===== config.mk =====
export PLATFORM = sky130hd
export DESIGN_NAME = url_percent_decoder
export DESIGN_NICKNAME = d
export VERILOG_FILES = /design/src/sv/url_dec_pkg.sv /design/src/sv/url_percent_decoder.sv /design/src/sv/url_dec_front.sv /design/src/sv/url_dec_queue.sv /design/src/sv/url_dec_back.sv
export SDC_FILE = /design/constraint.sdc
export NUM_CORES = 1
export LEC_CHECK = 0
export BUFFER_PORTS_ARGS = -buffer_cell sky130_fd_sc_hd__buf_2
export CORE_AREA = 10 10 173 175
export CTS_BUF_LIST = sky130_fd_sc_hd__clkbuf_8
export DETAILED_ROUTE_END_ITERATION = 7
export DIE_AREA = 0 0 183 185
export GPL_ROUTABILITY_DRIVEN = 0
export GPL_TIMING_DRIVEN = 0
export PLACE_DENSITY = 0.67
export SYNTH_ARGS = -nofsm -noshare
export SYNTH_HDL_FRONTEND = slang
export SYNTH_HIERARCHICAL = 1
export SYNTH_SLANG_ARGS = --single-unit

===== constraint.sdc =====
create_clock -name clock -period 9.6 [get_ports clock]
set_clock_uncertainty 0.05 [all_clocks]
set_input_delay 2.88 -clock clock [delete_from_list [all_inputs] [get_ports clock]]
set_output_delay 2.88 -clock clock [all_outputs]
set_load 0.1 [all_outputs]

===== src/sv/url_dec_pkg.sv =====
package url_dec_pkg;

   // Decoder phases.
   localparam logic [1:0] PH_USUAL  = 2'd0;
   localparam logic [1:0] PH_FIRST  = 2'd1;
   localparam logic [1:0] PH_SECOND = 2'd2;

   // Configuration register indexes (byte address bits [3:2]).
   localparam int          CSR_ADDR_W     = 4;
   localparam logic [1:0] REG_URI_MODE   = 2'd0;
   localparam logic [1:0] REG_REDIRECT   = 2'd1;
   localparam logic [1:0] REG_NULL_FIX   = 2'd2;

   localparam int QUEUE_DEPTH = 4;

   localparam logic [7:0] CHR_PERCENT  = 8'h25;
   localparam logic [7:0] CHR_QUESTION = 8'h3F;
   localparam logic [7:0] CHR_ZERO     = 8'h30;
   localparam logic [7:0] CHR_LOWER_A  = 8'h61;
   localparam logic [7:0] CHR_CASE_BIT = 8'h20;
   localparam logic [7:0] CHR_DEL      = 8'h7F;
   localparam logic [3:0] DIGIT_LIMIT  = 4'd10;

   typedef struct packed {
      logic uri_mode;
      logic redirect_mode;
      logic null_fix_enable;
   } mode_type;

   // One decoded group: up to three bytes, byte_count 0 means a status-only result.
   typedef struct packed {
      logic [2:0][7:0] bytes;
      logic [1:0]      byte_count;
      logic            last_byte;
      logic [15:0]     anomaly_count;
   } group_type;

   typedef struct packed {
      logic empty;
      logic full;
   } queue_status_type;

   // Bit 4 set when the character is not a hex digit, else bits 3:0 give its value.
   function automatic logic [4:0] hex_value(input logic [7:0] ch);
      logic [7:0] low;
      low = ch | CHR_CASE_BIT;
      if (ch >= 8'h30 && ch <= 8'h39) begin
         return {1'b0, ch[3:0]};
      end else if (low >= 8'h61 && low <= 8'h66) begin
         return {1'b0, 4'(low[3:0] + 4'd9)};
      end else begin
         return 5'h10;
      end
   endfunction

   function automatic logic is_digit(input logic [7:0] ch);
      return (ch >= 8'h30 && ch <= 8'h39);
   endfunction

   // Rebuilds a first hex digit from its value, lowercase for letters.
   function automatic logic [7:0] hex_char(input logic [3:0] v);
      if (v < DIGIT_LIMIT) begin
         return CHR_ZERO + {4'd0, v};
      end else begin
         return CHR_LOWER_A + {4'd0, 4'(v - DIGIT_LIMIT)};
      end
   endfunction

endpackage


===== src/sv/url_percent_decoder.sv =====
// URL percent decoder: one encoded byte per item in, zero to three decoded bytes out.
// The first result of an item passes through the group queue and the response output register.
// Throughput: one item per cycle unless the queue is full; an item with two or three results
// holds the output register for each in turn, and the group queue of QueueDepth entries
// absorbs the difference. Synchronous active-high reset clears decode state, the queue,
// the output valid and the modes (uri_mode 0, redirect_mode 0, null_fix_enable 1).
module url_percent_decoder #(
   parameter int QueueDepth = url_dec_pkg::QUEUE_DEPTH
) (
   input  logic                               clock,
   input  logic                               reset,

   // Request stream.
   input  logic                               req_tvalid,
   output logic                               req_tready,
   input  logic [7:0]                         req_tdata,   // [7:0] in_byte
   input  logic                               req_tlast,   // last_byte

   // Response stream.
   output logic                               rsp_tvalid,
   input  logic                               rsp_tready,
   output logic [23:0]                        rsp_tdata,   // [7:0] out_byte, [23:8] anomaly_count
   output logic                               rsp_tlast,   // run_last
   output logic [1:0]                         rsp_tuser,   // [0] has_byte, [1] string_done

   // Configuration port.
   input  logic                               csr_psel,
   input  logic                               csr_penable,
   input  logic                               csr_pwrite,
   input  logic [url_dec_pkg::CSR_ADDR_W-1:0] csr_paddr,
   input  logic [31:0]                        csr_pwdata,
   output logic [31:0]                        csr_prdata,
   output logic                               csr_pready
);

   // The front end decodes each accepted byte in the cycle it arrives and writes
   // the whole group of resulting bytes into the queue as a single entry. The back
   // end walks each group into the output register one byte per cycle while rsp is ready.

   url_dec_pkg::mode_type         mode_ff, mode_in;
   url_dec_pkg::group_type         push_group;
   url_dec_pkg::group_type         head_group;
   url_dec_pkg::queue_status_type  queue_status;
   logic                           in_accept;
   logic                           push;
   logic                           pop;
   logic                           csr_write;
   logic                           has_byte;
   logic                           string_done;
   logic [7:0]                     out_byte;
   logic [15:0]                    anomaly_count;

   // Configuration registers. The user must make writes land only while the block is idle;
   // the block does not enforce this. The modes feed the decoder directly.
   assign csr_pready = 1'b1;
   assign csr_write  = csr_psel && csr_penable && csr_pwrite && csr_pready;

   always_comb begin
      mode_in = mode_ff;
      if (csr_write) begin
         unique case (csr_paddr[3:2])
            url_dec_pkg::REG_URI_MODE: mode_in.uri_mode        = csr_pwdata[0];
            url_dec_pkg::REG_REDIRECT: mode_in.redirect_mode   = csr_pwdata[0];
            url_dec_pkg::REG_NULL_FIX: mode_in.null_fix_enable = csr_pwdata[0];
            default:                   mode_in = mode_ff;
         endcase
      end
   end

   always_ff @(posedge clock) begin
      if (reset) begin
         mode_ff <= '{uri_mode: 1'b0, redirect_mode: 1'b0, null_fix_enable: 1'b1};
      end else begin
         mode_ff <= mode_in;
      end
   end

   always_comb begin
      unique case (csr_paddr[3:2])
         url_dec_pkg::REG_URI_MODE: csr_prdata = {31'd0, mode_ff.uri_mode};
         url_dec_pkg::REG_REDIRECT: csr_prdata = {31'd0, mode_ff.redirect_mode};
         url_dec_pkg::REG_NULL_FIX: csr_prdata = {31'd0, mode_ff.null_fix_enable};
         default:                   csr_prdata = 32'd0;
      endcase
   end

   // The request side only waits when the queue is full; a stalled response
   // side does not block intake until the queue has filled up.
   assign req_tready = !queue_status.full;
   assign in_accept  = req_tvalid && req_tready;

   url_dec_front u_front (
      .clock      (clock),
      .reset      (reset),
      .mode       (mode_ff),
      .in_accept  (in_accept),
      .in_byte    (req_tdata),
      .in_last    (req_tlast),
      .push       (push),
      .push_group (push_group)
   );

   url_dec_queue #(
      .Depth (QueueDepth)
   ) u_queue (
      .clock      (clock),
      .reset      (reset),
      .push       (push),
      .push_group (push_group),
      .pop        (pop),
      .head_group (head_group),
      .status     (queue_status)
   );

   url_dec_back u_back (
      .clock           (clock),
      .reset           (reset),
      .head_group      (head_group),
      .status          (queue_status),
      .pop             (pop),
      .out_valid       (rsp_tvalid),
      .out_ready       (rsp_tready),
      .out_byte        (out_byte),
      .out_has_byte    (has_byte),
      .out_run_last    (rsp_tlast),
      .out_string_done (string_done),
      .out_anomaly     (anomaly_count)
   );

   assign rsp_tdata = {anomaly_count, out_byte};
   assign rsp_tuser = {string_done, has_byte};

endmodule


===== src/sv/url_dec_front.sv =====
module url_dec_front (
   input  logic                    clock,
   input  logic                    reset,
   input  url_dec_pkg::mode_type   mode,
   input  logic                    in_accept,
   input  logic [7:0]              in_byte,
   input  logic                    in_last,
   output logic                    push,
   output url_dec_pkg::group_type  push_group
);

   logic [1:0]  phase_ff, phase_in;
   logic [3:0]  high_ff, high_in;
   logic [7:0]  raw_ff, raw_in;
   logic        stop_ff, stop_in;
   logic [15:0] anom_ff, anom_in;

   logic [2:0][7:0] put_bytes;
   logic [2:0][7:0] fixed_bytes;
   logic [1:0]      put_count;
   logic [1:0]      null_count;
   logic            bad_escape;
   logic [4:0]      hv;
   logic [7:0]      dec;
   logic            letter;
   logic [16:0]     anom_sum;
   logic [15:0]     anom_step;

   always_comb begin
      hv         = url_dec_pkg::hex_value(in_byte);
      dec        = {high_ff, hv[3:0]};
      letter     = !url_dec_pkg::is_digit(in_byte);
      put_bytes  = '0;
      put_count  = 2'd0;
      bad_escape = 1'b0;
      phase_in   = phase_ff;
      high_in    = high_ff;
      raw_in     = raw_ff;
      stop_in    = stop_ff;
      if (!stop_ff) begin
         unique case (phase_ff)
            url_dec_pkg::PH_FIRST: begin
               if (!hv[4]) begin
                  high_in  = hv[3:0];
                  raw_in   = in_byte;
                  phase_in = url_dec_pkg::PH_SECOND;
               end else begin
                  bad_escape   = 1'b1;
                  phase_in     = url_dec_pkg::PH_USUAL;
                  put_bytes[0] = url_dec_pkg::CHR_PERCENT;
                  put_bytes[1] = in_byte;
                  put_count    = 2'd2;
               end
            end
            url_dec_pkg::PH_SECOND: begin
               phase_in = url_dec_pkg::PH_USUAL;
               if (hv[4]) begin
                  bad_escape   = 1'b1;
                  put_bytes[0] = url_dec_pkg::CHR_PERCENT;
                  put_bytes[1] = url_dec_pkg::hex_char(high_ff);
                  put_bytes[2] = in_byte;
                  put_count    = 2'd3;
               end else if (letter && mode.uri_mode) begin
                  put_bytes[0] = dec;
                  put_count    = 2'd1;
                  stop_in      = (dec == url_dec_pkg::CHR_QUESTION);
               end else if (mode.redirect_mode) begin
                  if (letter && dec == url_dec_pkg::CHR_QUESTION) begin
                     put_bytes[0] = dec;
                     put_count    = 2'd1;
                     stop_in      = 1'b1;
                  end else if (dec > url_dec_pkg::CHR_PERCENT && dec < url_dec_pkg::CHR_DEL) begin
                     put_bytes[0] = dec;
                     put_count    = 2'd1;
                  end else begin
                     put_bytes[0] = url_dec_pkg::CHR_PERCENT;
                     put_bytes[1] = raw_ff;
                     put_bytes[2] = in_byte;
                     put_count    = 2'd3;
                  end
               end else begin
                  put_bytes[0] = dec;
                  put_count    = 2'd1;
               end
            end
            default: begin
               // The unused phase code behaves as the usual phase.
               if (in_byte == url_dec_pkg::CHR_QUESTION
                   && (mode.uri_mode || mode.redirect_mode)) begin
                  put_bytes[0] = in_byte;
                  put_count    = 2'd1;
                  stop_in      = 1'b1;
               end else if (in_byte == url_dec_pkg::CHR_PERCENT) begin
                  phase_in = url_dec_pkg::PH_FIRST;
               end else begin
                  put_bytes[0] = in_byte;
                  put_count    = 2'd1;
               end
            end
         endcase
      end

      // Zero bytes that are really emitted turn into '0' and count as anomalies when null_fix_enable is set.
      null_count = 2'd0;
      for (int i = 0; i < 3; i++) begin
         fixed_bytes[i] = put_bytes[i];
         if (2'(i) < put_count && put_bytes[i] == 8'd0 && mode.null_fix_enable) begin
            fixed_bytes[i] = url_dec_pkg::CHR_ZERO;
            null_count     = null_count + 2'd1;
         end
      end

      anom_sum  = {1'b0, anom_ff} + {15'd0, null_count} + {16'd0, bad_escape};
      anom_step = anom_sum[16] ? 16'hFFFF : anom_sum[15:0];
      anom_in   = anom_step;

      if (in_last) begin
         phase_in = url_dec_pkg::PH_USUAL;
         high_in  = 4'd0;
         raw_in   = 8'd0;
         stop_in  = 1'b0;
         anom_in  = 16'd0;
      end
   end

   always_ff @(posedge clock) begin
      if (reset) begin
         phase_ff <= url_dec_pkg::PH_USUAL;
         high_ff  <= 4'd0;
         raw_ff   <= 8'd0;
         stop_ff  <= 1'b0;
         anom_ff  <= 16'd0;
      end else if (in_accept) begin
         phase_ff <= phase_in;
         high_ff  <= high_in;
         raw_ff   <= raw_in;
         stop_ff  <= stop_in;
         anom_ff  <= anom_in;
      end
   end

   assign push                     = in_accept && (put_count != 2'd0 || in_last);
   assign push_group.bytes         = fixed_bytes;
   assign push_group.byte_count    = put_count;
   assign push_group.last_byte     = in_last;
   assign push_group.anomaly_count = anom_step;

endmodule


===== src/sv/url_dec_queue.sv =====
module url_dec_queue #(
   parameter int Depth = url_dec_pkg::QUEUE_DEPTH
) (
   input  logic                            clock,
   input  logic                            reset,
   input  logic                            push,
   input  url_dec_pkg::group_type          push_group,
   input  logic                            pop,
   output url_dec_pkg::group_type          head_group,
   output url_dec_pkg::queue_status_type   status
);

   localparam int AW = (Depth > 1) ? $clog2(Depth) : 1;

   url_dec_pkg::group_type entry_ff [Depth];
   logic [AW-1:0] wr_ptr_ff, wr_ptr_in;
   logic [AW-1:0] rd_ptr_ff, rd_ptr_in;
   logic [AW:0]   count_ff, count_in;

   // Pointers wrap back to zero after the last entry, so any depth works.
   always_comb begin
      wr_ptr_in = wr_ptr_ff;
      rd_ptr_in = rd_ptr_ff;
      if (push) begin
         wr_ptr_in = (wr_ptr_ff == AW'(Depth - 1)) ? '0 : AW'(wr_ptr_ff + 1'b1);
      end
      if (pop) begin
         rd_ptr_in = (rd_ptr_ff == AW'(Depth - 1)) ? '0 : AW'(rd_ptr_ff + 1'b1);
      end
      count_in  = count_ff + {{AW{1'b0}}, push} - {{AW{1'b0}}, pop};
   end

   always_ff @(posedge clock) begin
      if (reset) begin
         wr_ptr_ff <= '0;
         rd_ptr_ff <= '0;
         count_ff  <= '0;
      end else begin
         wr_ptr_ff <= wr_ptr_in;
         rd_ptr_ff <= rd_ptr_in;
         count_ff  <= count_in;
      end
   end

   always_ff @(posedge clock) begin
      if (push) begin
         entry_ff[wr_ptr_ff] <= push_group;
      end
   end

   assign head_group   = entry_ff[rd_ptr_ff];
   assign status.empty = (count_ff == '0);
   assign status.full  = (count_ff == (AW+1)'(Depth));

   a_no_overflow: assert property (@(posedge clock) disable iff (reset)
      !(push && status.full))
      else $error("queue written while full");

   a_no_underflow: assert property (@(posedge clock) disable iff (reset)
      !(pop && status.empty))
      else $error("queue read while empty");

endmodule


===== src/sv/url_dec_back.sv =====
module url_dec_back (
   input  logic                            clock,
   input  logic                            reset,
   input  url_dec_pkg::group_type          head_group,
   input  url_dec_pkg::queue_status_type   status,
   output logic                            pop,
   output logic                            out_valid,
   input  logic                            out_ready,
   output logic [7:0]                      out_byte,
   output logic                            out_has_byte,
   output logic                            out_run_last,
   output logic                            out_string_done,
   output logic [15:0]                     out_anomaly
);

   logic        valid_ff, valid_in;
   logic [1:0]  index_ff, index_in;
   logic [7:0]  byte_ff;
   logic        has_ff;
   logic        run_last_ff;
   logic        done_ff;
   logic [15:0] anom_ff;

   logic [1:0]  result_count;
   logic        final_result;
   logic        load;
   logic [7:0]  sel_byte;

   always_comb begin
      result_count = (head_group.byte_count == 2'd0) ? 2'd1 : head_group.byte_count;
      final_result = (index_ff == 2'(result_count - 2'd1));
      load         = !status.empty && (!valid_ff || out_ready);
      pop          = load && final_result;
      valid_in     = load || (valid_ff && !out_ready);
      if (!load) begin
         index_in = index_ff;
      end else if (final_result) begin
         index_in = 2'd0;
      end else begin
         index_in = 2'(index_ff + 2'd1);
      end
      case (index_ff)
         2'd0:    sel_byte = head_group.bytes[0];
         2'd1:    sel_byte = head_group.bytes[1];
         default: sel_byte = head_group.bytes[2];
      endcase
   end

   always_ff @(posedge clock) begin
      if (reset) begin
         valid_ff <= 1'b0;
         index_ff <= 2'd0;
      end else begin
         valid_ff <= valid_in;
         index_ff <= index_in;
      end
   end

   always_ff @(posedge clock) begin
      if (load) begin
         byte_ff     <= (head_group.byte_count == 2'd0) ? 8'd0 : sel_byte;
         has_ff      <= (head_group.byte_count != 2'd0);
         run_last_ff <= final_result;
         done_ff     <= final_result && head_group.last_byte;
         anom_ff     <= (final_result && head_group.last_byte) ?
                        head_group.anomaly_count : 16'd0;
      end
   end

   assign out_valid       = valid_ff;
   assign out_byte        = byte_ff;
   assign out_has_byte    = has_ff;
   assign out_run_last    = run_last_ff;
   assign out_string_done = done_ff;
   assign out_anomaly     = anom_ff;

   a_done_ends_run: assert property (@(posedge clock) disable iff (reset)
      out_valid && out_string_done |-> out_run_last)
      else $error("string end on a result that does not end its item");

   a_count_only_at_end: assert property (@(posedge clock) disable iff (reset)
      out_valid && !out_string_done |-> out_anomaly == 16'd0)
      else $error("anomaly count shown before the string end");

   a_index_in_group: assert property (@(posedge clock) disable iff (reset)
      !status.empty |-> index_ff <= 2'(result_count - 2'd1))
      else $error("result index past the end of its group");

endmodule


**Word level (Yosys, flattened, before mapping)**

Memory sizes are Yosys's and may differ from the RTL's. A register that Yosys moved wholly into a read port is not among the register bits.
Cells that the tools add are included.

- Add/subtract/negate cells: 14
- Magnitude comparators: 10
- Eq/ne operators: 15
- Mux-type cells: 72
- Reduce and logical (&&, ||, !) cells: 46

Operators by type and width:

| kind | count |
|---|---|
| $mux W8 | 15 |
| $mux W16 | 7 |
| $mux W24 | 2 |
| $pmux W8 S2 | 3 |
| $mux W2 | 21 |
| $eq A8 B6 Y1 const B | 3 |
| $logic_not A8 Y1 | 3 |
| $logic_and A1 B1 Y1 | 20 |
| $add A16 B2 Y17 | 1 |
| $add A17 B1 Y17 | 1 |
| $mux W4 | 4 |
| $mux W1 | 14 |
| $mux W5 | 2 |
| $add A2 B1 Y2 const B | 4 |
| $add A7 B4 Y8 const A | 1 |
| $eq A2 B2 Y1 const B | 4 |
| $ge A8 B6 Y1 const B | 1 |
| $ge A8 B7 Y1 const B | 1 |
| $gt A8 B6 Y1 const B | 1 |
| $le A8 B6 Y1 const B | 1 |
| $le A8 B7 Y1 const B | 1 |
| $lt A8 B7 Y1 const B | 1 |
| $pmux W2 S2 | 2 |
| $reduce_and A4 Y1 | 2 |
| 25 further kinds | 42 |

- Register bits after elaboration: 71
- RAM bits: 172
- Output and inout bits: 62
- Word-level logic and storage cells: 176
- Memories: 1

Memory list:

| name | depth | width | rd ports | clocked after Yosys merged registers in | wr ports | RTL line | RTL |
|---|---|---|---|---|---|---|---|
| u_queue.entry_ff | 4 | 43 | 1 | 1 | 1 | url_dec_queue.sv:15 | `url_dec_pkg::group_type entry_ff [Depth];` |

**Depth between registers and ports, before layout**

- Word-level depth: 25
- Mapped depth: 27

**By module**

Netlist, hierarchy kept.

By module, submodules not included:

| module | times used | cells each | area each (um^2) | seq. area each (um^2) |
|---|---|---|---|---|
| url_dec_queue | 1 | 268 | 6713.9 | 5345.1 |
| url_dec_front | 1 | 404 | 2926.6 | 620.6 |
| url_dec_back | 1 | 103 | 1330.0 | 870.8 |
| url_percent_decoder | 1 | 56 | 451.7 | 60.1 |

**Least setup slack after synthesis**

OpenSTA, ideal clock, no wires.

- Path type: in2reg
- From: in req_tdata[1]
- To: reg u_front.anom_ff[6]
- Library setup time: 0.086 ns
- Data arrival time: 8.549 ns
- Data required time: 9.464 ns
- Path slack: 0.915 ns
- Stages on the path: 25
- Buffers on the path: 2
- Cells stage by stage: clkbuf_1 -> inv_1 -> ha_1 -> or4b_4 -> and3_4 -> a22o_4 -> a211o_1 -> o21a_4 -> or2_4 -> a221oi_2 -> nand4b_1 -> or2_1 -> ha_1 -> xnor2_1 -> fa_1 -> inv_1 -> fa_1 -> and3_1 -> and3_1 -> and3_1 -> nand2_1 -> or3_1 -> clkbuf_1 -> a31o_2 -> a211oi_1

- Word-level cells in the longest chain between the ends: 25
- Elaborated cells between the ends (all ways): 69

Ends and longest elaborated chain:

| item | RTL line | RTL |
|---|---|---|
| start, declared | url_percent_decoder.sv:16 | `input logic [7:0] req_tdata,` |
| $ge A8 B7 Y1 or $le A8 B7 Y1 (tied branches) | url_dec_pkg.sv:49 | `end else if (low >= 8'h61 && low <= 8'h66) begin` |
| $logic_and A1 B1 Y1 | url_dec_pkg.sv:49 |  |
| $mux W5 | url_dec_pkg.sv:49 |  |
| $mux W5 | url_dec_pkg.sv:47 | `if (ch >= 8'h30 && ch <= 8'h39) begin` |
| $gt A8 B6 Y1 or $lt A8 B7 Y1 (tied branches) | url_dec_front.sv:72 | `end else if (dec > url_dec_pkg::CHR_PERCENT && dec < url_dec_pkg::CHR_DEL) begin` |
| $logic_and A1 B1 Y1 | url_dec_front.sv:72 |  |
| $mux W2 or $mux W8 (tied branches) | url_dec_front.sv:72 |  |
| $mux W2 or $mux W8 (tied branches) | url_dec_front.sv:68 | `if (letter && dec == url_dec_pkg::CHR_QUESTION) begin` |
| [... 9 more ...] | n/a |  |
| $add A1 B1 Y2 | url_dec_front.sv:109 | `null_count = null_count + 2'd1;` |
| $mux W2 | url_dec_front.sv:107 | `if (2'(i) < put_count && put_bytes[i] == 8'd0 && mode.null_fix_enable) begin` |
| $add A2 B1 Y2 | url_dec_front.sv:109 |  |
| $mux W2 | url_dec_front.sv:107 |  |
| $add A16 B2 Y17 | url_dec_front.sv:113 | `anom_sum = {1'b0, anom_ff} + {15'd0, null_count} + {16'd0, bad_escape};` |
| $add A17 B1 Y17 (*) | url_dec_front.sv:113 |  |
| $mux W16 (*) | url_dec_front.sv:114 | `anom_step = anom_sum[16] ? 16'hFFFF : anom_sum[15:0];` |
| $mux W16 (*) | url_dec_front.sv:117 | `if (in_last) begin` |
| end signal, assigned | url_dec_front.sv:138 | `anom_ff <= anom_in;` |
| end, declared | url_dec_front.sv:16 | `logic [15:0] anom_ff, anom_in;` |

Mark *: on every way between the ends. The rest lies on a longest branch, timed or not.
A chain may end at the register's enable or synchronous reset.

**Worst setup path after layout**

Ends and elaborated chain as after synthesis.

==> results.rst <==
.. list-table::
   :header-rows: 1

   * - Metric
     - Value
   * - Result of the run
     - finished clean
   * - Cell-internal power
     - 0.00216 W
   * - WP data required
     - between 9 and 10 ns
   * - Number of buffers inserted during clock tree synthesis
     - 40
   * - Pin count of the biggest net entering global routing
     - 29
   * - DRC violations left
     - 0
   * - Antenna violations before repair
     - 0
   * - DP Cell Count
     - 1,251
   * - Clk_lat worst skew
     - roughly 0.53 ns
   * - Clock tree from TritonCTS
     - yes
   * - Sw Share
     - 0.380
   * - Crit. End Element
     - flip-flop
   * - Area growth from synthesis to layout
     - 14.4%
   * - Number of distinct library cells after synthesis
     - just over 80
   * - Remaining antenna violation count
     - 0
   * - Max-cap violations
     - 0
   * - Clock input transition at the sequential cells of the worst setup and hold paths
     - around 0.060 ns
   * - Share of the clock period used by the worst path
     - 0.944
   * - Final Non-Filler Cells
     - 1,323
   * - Most frequent cells after synthesis
     - sky130_fd_sc_hd__edfxtp_1, sky130_fd_sc_hd__nor2_1, sky130_fd_sc_hd__dfxtp_1, sky130_fd_sc_hd__nand2_1, sky130_fd_sc_hd__mux4_2
   * - Per-instance average area after synthesis
     - 13.7 µm²
   * - Leakage
     - roughly 4.8 nW
   * - Share of final-layout standard cells stronger than drive strength 1
     - 0.232
   * - Endpoint arrival time on the critical path
     - between 9 and 10 ns
   * - Total of buffers placed on input and output ports
     - 45
   * - Gate count after technology mapping
     - 831
   * - CTS sink cnt
     - 245
   * - Count of hold buffers inserted by post-cts repair
     - 0
   * - Total of warnings raised by yosys
     - 6
   * - Total Neg Setup Slack
     - 0 ns
   * - Std-Cell Rows
     - 60
   * - Number of detailed-route iterations in the first pass
     - 5
   * - Number of global-route vias before repair
     - between 7,000 and 8,000
   * - H-tree depth reported by CTS
     - 2
   * - Final total power
     - ~0.0035 W
   * - Predominant post-synthesis flop cell
     - sky130_fd_sc_hd__edfxtp_1
   * - Final critical delay including setup and external delays
     - between 9 and 10 ns
   * - Tightest Pin Transition
     - 0.855 ns
   * - Peak VDD IR
     - 0.104 mV
   * - Total Wirelength
     - 24,500 µm
   * - Horiz. Die Dim
     - approximately 180 µm
   * - Maximum frequency from static timing analysis
     - approximately 110 MHz
   * - Antenna diode count
     - 0
   * - Post-synthesis cell area
     - between 10,000 and 15,000 µm²
   * - Starting density of the core
     - 0.430
   * - Via density
     - ~5.4
   * - Comb pwr share
     - 0.356
   * - Number of violations reported at the end of detailed-routing iteration 0
     - 513
   * - Remaining global-route overflow
     - 0
   * - Critical path start-end classification
     - in2reg
   * - Top-level port count
     - 114
   * - Die Y
     - around 190 µm
   * - Hold/Removal Path Class
     - reg2reg
   * - Number of flip-flops and latches in the synthesized netlist
     - around 250
   * - Top cells by area, synth
     - sky130_fd_sc_hd__edfxtp_1, sky130_fd_sc_hd__dfxtp_1, sky130_fd_sc_hd__mux4_2
   * - Average wire per cell in the routed design
     - 18.5 µm
   * - Areal power density over the cells
     - approximately 270 nW/µm²
   * - Cells resized by post-CTS repair
     - 0
   * - Total die area
     - 33,900 µm²
   * - Fraction of synthesis flops using an asynchronous set or reset pin
     - 0
   * - Longest Clk Path Bufs
     - 3
   * - Unrepaired setup endpoints after global routing
     - false
   * - Final-layout fill cell count
     - 2,308
   * - GR Util All Layers
     - 0.145
   * - Final Max Slew Viols
     - 0
   * - Clock power share
     - 0.254
   * - Hold violation count in the final report
     - 0
   * - Fraction of post-synthesis cell area in the top cell type by area
     - 0.523
   * - Critical path peak fanout
     - 10
   * - Power share of the sequential group
     - 0.389
   * - Number of flops mapped to enable cells by yosys
     - 199
   * - Startpoint class of the critical path
     - input pin
   * - First-pass GRT wire length
     - 38,900 µm
   * - Clock root cell
     - sky130_fd_sc_hd__clkbuf_8
   * - HPWL after detailed placement
     - around 17,000 µm
   * - Normalized max-slew margin
     - 0.429
   * - Post-synthesis cell type with the largest combined area
     - sky130_fd_sc_hd__edfxtp_1
   * - Number of buffers inserted to repair setup after CTS
     - 0
   * - Total number of vias
     - 7,209
   * - Net switching power
     - 0.00133 W
   * - Count leader, synth
     - sky130_fd_sc_hd__edfxtp_1
   * - Post-synthesis sequential area ratio
     - 0.604
   * - Placeable Area
     - 26,600 µm²
   * - Total setup violations reported at the end of the flow
     - 0
   * - NumNets Final
     - approximately 1,000
## per-layer routing
| metal | routed length (µm) | vias up | GRT usage |
|---|---|---|---|
| li1 | - | 3348 | - |
| met1 | 10900 | 3509 | 0.200 |
| met2 | 11000 | 302 | 0.221 |
| met3 | 1970 | 50 | 0.0292 |
| met4 | 573 | 0 | 0.0541 |
| met5 | 0 | - | 0 |
## path summary, 6_finish.rpt
| check | to | slack [ns] | start | cells after the start |
|---|---|---|---|---|
| worst max register to register | u_front/anom_ff[6] | 3.46 | u_front/phase_ff[0] | 24 |
| worst max-delay path | u_front/anom_ff[6] | 0.54 | req_tdata[1] | 26 |
| worst min-delay path | flip-flop | 0.46 | u_queue/rd_ptr_ff[0] | 2 |
| worst min register to register | flip-flop | 0.46 | u_queue/rd_ptr_ff[0] | 2 |
## area by class of cell
class | instances | area (µm²) | area share
clock inverters | 28 | 183 | 0.0140
flip-flops and latches | 245 | 6900 | 0.528
clock buffers | 44 | 606 | 0.0463
repair buffers | 49 | 305 | 0.0234
multi-input cells | 509 | 4020 | 0.308
inverters | 29 | 109 | 0.00833
plain buffers | 78 | 520 | 0.0398
well taps | 341 | 427 | 0.0327
## cell usage in the layout, fill, tap and decap left out, types with 6 or more instances in the layout
cell type	Yosys	layout
sky130_fd_sc_hd__a211oi_1	10	10
sky130_fd_sc_hd__a21oi_1	38	38
sky130_fd_sc_hd__a22oi_1	23	23
sky130_fd_sc_hd__a31oi_1	7	7
sky130_fd_sc_hd__a32oi_1	6	6
sky130_fd_sc_hd__and2_1	10	6
sky130_fd_sc_hd__and3_1	24	24
sky130_fd_sc_hd__buf_12	4	8
sky130_fd_sc_hd__buf_2	4	49
sky130_fd_sc_hd__buf_4	36	36
sky130_fd_sc_hd__clkbuf_1	31	31
sky130_fd_sc_hd__clkbuf_8	0	44
sky130_fd_sc_hd__clkinv_1	1	6
sky130_fd_sc_hd__clkinv_2	0	9
sky130_fd_sc_hd__conb_1	2	32
sky130_fd_sc_hd__dfxtp_1	46	46
sky130_fd_sc_hd__edfxtp_1	199	199
sky130_fd_sc_hd__ha_1	23	23
sky130_fd_sc_hd__inv_1	27	36
sky130_fd_sc_hd__mux2i_1	7	7
sky130_fd_sc_hd__mux4_2	40	40
sky130_fd_sc_hd__nand2_1	43	43
sky130_fd_sc_hd__nand2b_1	9	9
sky130_fd_sc_hd__nand3_1	10	10
sky130_fd_sc_hd__nor2_1	63	62
sky130_fd_sc_hd__nor2b_1	20	20
sky130_fd_sc_hd__nor3_1	10	10
sky130_fd_sc_hd__o21ai_0	22	22
sky130_fd_sc_hd__xnor2_1	8	8
## kinds of logic after synthesis
family,Yosys count,share of synthesized area
muxes,51,0.0929
adders and majority gates,26,0.0305
other,2,0.000657
xor gates and xnor gates,12,0.0105
and+or+nand+nor,232,0.110
DFF,245,0.604
buffers and inverters,107,0.0551
AOI/OAI and AO/OA,156,0.0971
## sequential cells by signal, summed over array words and instances, names as in the netlist, named ones only
name,flops
u_back/out_string_done,1
u_front/stop_ff,1
u_back/out_anomaly,16
u_back/out_has_byte,1
mode_ff,3
u_queue/count_ff,3
u_back/out_byte,8
u_back/out_valid,1
u_front/anom_ff,16
u_queue/rd_ptr_ff,2
u_front/raw_ff,8
u_front/phase_ff,2
u_front/high_ff,4
u_queue/wr_ptr_ff,2
u_back/index_ff,2
u_back/out_run_last,1
u_queue/entry_ff,172
## metrics by stage
stage	util	instance area (µm²)	worst slack [ns]	hold WS [ns]
after floorplan	-	11500	0.915	0.411
after global placement	0.459	12200	0.127	0.429
after detailed placement	0.462	12300	0.0813	0.444
after CTS	0.492	13100	0.620	0.459
after global routing	0.492	13100	0.0946	0.472
final	0.492	13100	0.539	0.457
## power by group through the flow
stage / Sequential, W / Combinational, W / Clock (W)
CTS: 0.00136 / 0.00126 / 0.000912
floorplan: 0.00179 / 0.000607 / 0
finish: 0.00136 / 0.00124 / 0.000888
global route: 0.00137 / 0.00133 / 0.000961
detailed placement: 0.00138 / 0.00126 / 0
global placement: 0.00139 / 0.00124 / 0
## critical path, stage by stage
cell and delay (ns):
sky130_fd_sc_hd__buf_2 0.11, sky130_fd_sc_hd__clkbuf_1 0.34, sky130_fd_sc_hd__inv_1 0.23, sky130_fd_sc_hd__ha_1 0.30, sky130_fd_sc_hd__or4b_4 0.52, sky130_fd_sc_hd__and3_4 0.20, sky130_fd_sc_hd__a22o_4 0.25, sky130_fd_sc_hd__a211o_1 0.31
sky130_fd_sc_hd__o21a_4 0.22, sky130_fd_sc_hd__or2_4 0.27, sky130_fd_sc_hd__a221oi_2 0.28, sky130_fd_sc_hd__nand4b_1 0.19, sky130_fd_sc_hd__or2_1 0.25, sky130_fd_sc_hd__ha_1 0.30, sky130_fd_sc_hd__xnor2_1 0.15, sky130_fd_sc_hd__fa_1 0.42
sky130_fd_sc_hd__inv_1 0.08, sky130_fd_sc_hd__fa_1 0.19, sky130_fd_sc_hd__and3_1 0.20, sky130_fd_sc_hd__and3_1 0.25, sky130_fd_sc_hd__and3_1 0.25, sky130_fd_sc_hd__nand2_1 0.11, sky130_fd_sc_hd__or3_1 0.39, sky130_fd_sc_hd__clkbuf_1 0.24
sky130_fd_sc_hd__a31o_2 0.30, sky130_fd_sc_hd__a211oi_1 0.21
(Power assumes the default switching activity.)
